--- src/design/correlated_deviate_perturbation_unit_defines.svh ---
// ---------------------------------------------------------------------------
// Correlated deviate perturbation unit: assertion macros
// Shared concurrent assertion forms, clocked on aclk.
// ---------------------------------------------------------------------------
`ifndef CORRELATED_DEVIATE_PERTURBATION_UNIT_DEFINES_SVH
`define CORRELATED_DEVIATE_PERTURBATION_UNIT_DEFINES_SVH

// Property checked while the block is out of reset.
`define CDP_ASSERT(lbl, prop, msg) \
    lbl: assert property (@(posedge aclk) disable iff (!aresetn) prop) \
        else $error(msg);

// Property checked at every edge, reset included.
`define CDP_ASSERT_ALWAYS(lbl, prop, msg) \
    lbl: assert property (@(posedge aclk) prop) else $error(msg);

`endif

--- src/design/cdp_pkg.sv ---
// ---------------------------------------------------------------------------
// Correlated deviate perturbation package
// Opcodes, register indexes, field widths and the accumulator control struct.
// ---------------------------------------------------------------------------
package cdp_pkg;

    // Item operations carried in tuser.
    typedef enum logic [1:0] {
        OP_WR_NOMINAL = 2'd0,
        OP_WR_FACTOR  = 2'd1,
        OP_WR_DEVIATE = 2'd2,
        OP_ROW        = 2'd3
    } opcode_t;

    // Configuration register indexes.
    localparam logic CFG_SAMPLES = 1'b0;
    localparam logic CFG_HOLD    = 1'b1;

    // Fixed field widths.
    localparam int CORE_W   = 3;
    localparam int SAMPLE_W = 5;
    localparam int VALUE_W  = 32;

    // Control from the sequencer to the multiply-accumulate unit.
    typedef struct packed {
        logic clear;      // load the rounding constant into the accumulator
        logic mul_valid;  // factor and deviate operands are valid this cycle
        logic add_nom;    // add the scaled nominal entry
    } mac_ctrl_t;

endpackage

--- src/design/cdp_mac.sv ---
// ---------------------------------------------------------------------------
// Shared multiply-accumulate unit
// One 32x32 signed multiplier feeding a wide accumulator, with rounding and
// saturation of the accumulated sum to a 32-bit fixed-point value.
// ---------------------------------------------------------------------------
module cdp_mac
    import cdp_pkg::*;
#(
    parameter int FRAC_BITS = 24,
    parameter int ACC_W     = 74
) (
    input  logic                      aclk,
    input  logic                      aresetn,
    input  mac_ctrl_t                 ctrl,
    input  logic signed [VALUE_W-1:0] fac_data,
    input  logic signed [VALUE_W-1:0] dev_data,
    input  logic signed [VALUE_W-1:0] nom_data,
    output logic                      busy,
    output logic signed [VALUE_W-1:0] result,
    output logic                      saturated
);

    localparam logic signed [ACC_W-1:0] HALF = ACC_W'(1) << (FRAC_BITS - 1);

    logic signed [2*VALUE_W-1:0] prod_reg;
    logic                        prod_v_reg;
    logic signed [ACC_W-1:0]     acc_reg;
    logic signed [ACC_W-1:0]     acc_next;
    logic signed [ACC_W-1:0]     addend;
    logic signed [ACC_W-1:0]     nom_ext;
    logic signed [ACC_W-1:0]     shifted;
    logic [ACC_W-VALUE_W:0]      upper;
    logic                        fits;

    // Multiplier stage, registered before the accumulator.
    always_ff @(posedge aclk) begin
        prod_reg <= fac_data * dev_data;
        if (!aresetn) begin
            prod_v_reg <= 1'b0;
        end else begin
            prod_v_reg <= ctrl.mul_valid;
        end
    end

    assign busy = prod_v_reg;

    // The nominal entry is brought to the product scale before it is added.
    assign nom_ext = {{(ACC_W-VALUE_W){nom_data[VALUE_W-1]}}, nom_data} <<< FRAC_BITS;

    // One adder serves both the products and the nominal entry.
    always_comb begin
        addend   = ctrl.add_nom ? nom_ext
                                : {{(ACC_W-2*VALUE_W){prod_reg[2*VALUE_W-1]}}, prod_reg};
        acc_next = acc_reg;
        priority if (ctrl.clear) begin
            acc_next = HALF;
        end else if (ctrl.add_nom || prod_v_reg) begin
            acc_next = acc_reg + addend;
        end
    end

    always_ff @(posedge aclk) begin
        acc_reg <= acc_next;
    end

    // Round by truncation of the biased sum, then clip to 32 bits.
    always_comb begin
        shifted   = acc_reg >>> FRAC_BITS;
        upper     = shifted[ACC_W-1:VALUE_W-1];
        fits      = (&upper) || !(|upper);
        saturated = !fits;
        if (fits) begin
            result = shifted[VALUE_W-1:0];
        end else if (shifted[ACC_W-1]) begin
            result = {1'b1, {(VALUE_W-1){1'b0}}};
        end else begin
            result = {1'b0, {(VALUE_W-1){1'b1}}};
        end
    end

endmodule

--- config.mk ---
export PLATFORM = sky130hd
export DESIGN_NAME = cdp_mac
export DESIGN_NICKNAME = d
export VERILOG_FILES = /design/src/design/correlated_deviate_perturbation_unit_defines.svh /design/src/design/cdp_pkg.sv /design/src/design/cdp_mac.sv
export SDC_FILE = /design/constraint.sdc
export NUM_CORES = 2
export LEC_CHECK = 0
export ABC_AREA = 1
export BUFFER_PORTS_ARGS = -buffer_cell sky130_fd_sc_hd__buf_2
export CORE_MARGIN = 8
export CORE_UTILIZATION = 50
export DETAILED_ROUTE_END_ITERATION = 16
export PLACE_DENSITY = 0.69
export SLEW_MARGIN = 20
export SYNTH_ARGS = -nofsm -noshare
export SYNTH_HDL_FRONTEND = slang
export SYNTH_SLANG_ARGS = --single-unit
--- constraint.sdc ---
create_clock -name aclk -period 9.2 [get_ports aclk]
set_clock_uncertainty 0.1 [all_clocks]
set_input_delay 1.84 -clock aclk [delete_from_list [all_inputs] [get_ports aclk]]
set_output_delay 1.84 -clock aclk [all_outputs]
set_load 0.01 [all_outputs]
==> flow_summary.ini <==
[floorplan]
dieArea_um2 = 108000
dieHeight_um = 329
fp.dieW_um = 329
row_count = 115
initial_core_util_pct = 50.1
fp.coreArea_um2 = 97800
io_pins = 135

[worst_hold_path]
hold_depth = 2
min_to = acc_reg[23]
min_from = acc_reg[23]
hold_class = reg2reg

[clocking]
hold_buffers = 0
cts_resized = 0
post_cts_buffers = 0
numCtsBuffers = 17
clock-root-buffer = clkbuf_16
path_clk_slew_ns = 0.07
cts.sinks = 139
cts_tree = yes
htreeDepth = 4
clkLatencyLatePin_ns = 0.48
cts_max_path_buffers = 2

[grt]
grt_pass1_wl_um = 242000
antenna_found_initial = 2
first_global_vias = 44500
overflow = 0
track_usage_pct = 28.4
grt_max_degree = 84

[final_layout]
n_fill_cell = 9582
area_growth_pct = 7.14
drive_above_1_share_pct = 6.65
utilization_pct = 53.7
largest_reg_flops = 74
finalNetCount = 8178
finalNonFillerCells = 8036
final_area_um2 = 52600

[sta]
finalSetupTns_ns = 0
maxSlewViolCount = 0
rsz0062_at_grt = no
post-route-min-period_ns = 8.74
finalCritPeriodShare_pct = 95.0
setup_viol_count_final = 0
hold_viol_final = 0
max_freq_mhz = 114
tightest_slew_ns = 1.04
max-slew-margin-rel_pct = 30.8

[synth]
avgSynthCellArea_um2 = 7.39
async_reset_ff_share_pct = 0
synth-edff-count = 0
ys_types = 49
synthTopCellsByArea = fa_1 (44%), inv_1 (14%), nand2_1 (14%), ha_1 (6.6%), dfxtp_1 (5.7%)
yosysTopAreaCell = fa_1
ys.warnings.count = 0
netlist_instances = 6642
syn_area_um2 = 49100
synth-seq-cells = 139
ys_seq_area_share_pct = 5.67
synth_nets = 8083
synth_ff_type = dfxtp_1
synthDominantCellAreaShare_pct = 44.2

[worst_setup_path]
crit_required_ns = 9.43
start_kind = input pin
worst-path-max-fanout = 17
r2r-start = prod_reg[0]
slowest_delay_ns = 0.57
reg2reg_depth = 19
crit_path_end_kind = register
cpMostUsedCell = fa_1
arrival_ns = 8.98
reg2reg_to = acc_reg[58]
slowest_stage = fa_1
cp_cell_sequence = buf_2, buf_4, nand2_1, fa_1, inv_1, fa_1, fa_1, fa_1, fa_1, fa_1, fa_1, fa_1, ha_1, inv_1, o21bai_1, a31oi_1, nand2_1, a21oi_1, nand3_1, a21oi_1, xnor2_1
worstSetupPathType = in2reg
reg2reg_setup_slack_ns = 5.92

[routing]
vias_per_cell = 5.17
drt_first_pass_iters = 6
num_vias = 41600
wl_per_cell_um = 18.6
finalWirelength_um = 150000
antenna_left = 0
drc = 0
drt_iter0_markers = 3447

[placed_design]
dp.cells = 8005
io_buffers = 134
dpl.hpwl_um = 132000
placed_cell_area_um2 = 52000
gp_congestion = 1.03

[run_status]
run_status = completed

[flow_run]
max-cap-violations = 0
[layout by cell type (no fill, tap or decap), types with 3 or more instances in the layout]
| cell | synthesis | routed |
|---|---|---|
| o21bai_2 | 4 | 4 |
| buf_12 | 0 | 17 |
| xnor2_1 | 23 | 23 |
| nand2_2 | 31 | 31 |
| nor2_2 | 15 | 15 |
| buf_2 | 9 | 134 |
| o21bai_1 | 33 | 33 |
| nand2_1 | 1778 | 1778 |
| o21ai_1 | 21 | 21 |
| nand4_1 | 46 | 46 |
| clkinv_1 | 3 | 4 |
| inv_2 | 9 | 10 |
| dfxtp_1 | 139 | 139 |
| nor2_4 | 4 | 5 |
| nand3_1 | 124 | 124 |
| nand3_2 | 10 | 10 |
| nor4_2 | 3 | 3 |
| buf_4 | 0 | 158 |
| clkinvlp_4 | 0 | 5 |
| ha_1 | 257 | 257 |
| o21a_1 | 3 | 3 |
| clkbuf_16 | 0 | 17 |
| xor2_1 | 71 | 71 |
| or2_2 | 10 | 10 |
| a21oi_1 | 210 | 210 |
| nor3_2 | 3 | 3 |
| a21oi_2 | 11 | 11 |
| inv_1 | 1895 | 1893 |
| nor3_1 | 13 | 13 |
| nor4_1 | 9 | 9 |
| o21ai_0 | 159 | 159 |
| fa_1 | 1083 | 1083 |
| a21boi_0 | 3 | 3 |
| nor2_1 | 394 | 393 |
| a21o_1 | 14 | 14 |
| inv_6 | 0 | 3 |
| a31oi_1 | 11 | 11 |
[kinds of logic (layout without fill, tap and decap cells)]
family          after synthesis  in the layout  share of synthesized area (%)
flops                       139            139                           5.67
other cells                   0              1                              0
buf+inv                    2140           2246                           16.4
simple gates               2445           2445                           20.0
fa+ha+maj                  1340           1340                           50.7
compound gates              483            483                           5.51
xor+xnor                     95             95                           1.72
[per-layer routing]
| metal | wire, um | up-vias | GRT usage (%) |
|---|---|---|---|
| li1 | - | 19100 | - |
| met1 | 61600 | 20600 | 37.2 |
| met2 | 72600 | 1549 | 49.0 |
| met3 | 10200 | 283 | 3.38 |
| met4 | 5200 | 0 | 8.95 |
| met5 | 0 | - | 0 |
[worst max-delay path: cells and delay by family]
| kind | cells | cell delay (ns) |
|---|---|---|
| xor gates and xnor gates | 1 | 0.25 |
| adders and majority gates | 9 | 4.37 |
| and+or+nand+nor | 3 | 0.51 |
| AOI/OAI and AO/OA | 4 | 0.93 |
| buffers and inverters | 4 | 1.07 |
[cell type report]
cell class	count	area, um^2	share of cell area (%)
Timing Repair Buffer	309	2200	4.18
Clock inverter	13	146	0.278
Inverter	1907	7160	13.6
Clock buffer	17	425	0.809
Antenna cell	1	2.50	0.00476
Tap cell	1287	1610	3.06
Sequential cell	139	2780	5.29
Multi-Input combinational cell	4363	38200	72.8
[worst max-delay path by stage]
stage,from,to,slack (ns),depth (start not counted)
2_1_floorplan,fac_data[31],prod_reg[55],0.36,25
3_3_place_gp,fac_data[12],prod_reg[44],0.05,22
3_5_place_dp,fac_data[12],prod_reg[40],0.09,21
4_1_cts,fac_data[12],prod_reg[44],0.56,22
5_1_grt,fac_data[31],prod_reg[56],0.14,23
6_report,fac_data[12],prod_reg[50],0.46,21
[metrics by stage]
step / worst slack [ns] / hold slack [ns]
final: 0.457 / 0.379
after global routing: 0.144 / 0.421
after CTS: 0.559 / 0.383
after detailed placement: 0.0897 / 0.370
after global placement: 0.0531 / 0.365
after floorplan: 0.365 / 0.347
[cells in the mapped netlist, types with 7 or more instances]
| cell type | number |
|---|---|
| dfxtp_1 | 139 |
| inv_1 | 1895 |
| a21oi_2 | 11 |
| a21o_1 | 14 |
| ha_1 | 257 |
| nand3_1 | 124 |
| nor2_1 | 394 |
| nand3_2 | 10 |
| nor4_1 | 9 |
| nand2_2 | 31 |
| nand4_1 | 46 |
| a21oi_1 | 210 |
| or2_2 | 10 |
| fa_1 | 1083 |
| a31oi_1 | 11 |
| xnor2_1 | 23 |
| inv_2 | 9 |
| buf_1 | 7 |
| nor2_2 | 15 |
| clkbuf_1 | 217 |
| buf_2 | 9 |
| o21ai_1 | 21 |
| nor3_1 | 13 |
| o21ai_0 | 159 |
| xor2_1 | 71 |
| nand2_1 | 1778 |
| o21bai_1 | 33 |
Power is not shown: default switching activity piles up to over one toggle a cycle in this logic, so the estimate is an artifact.
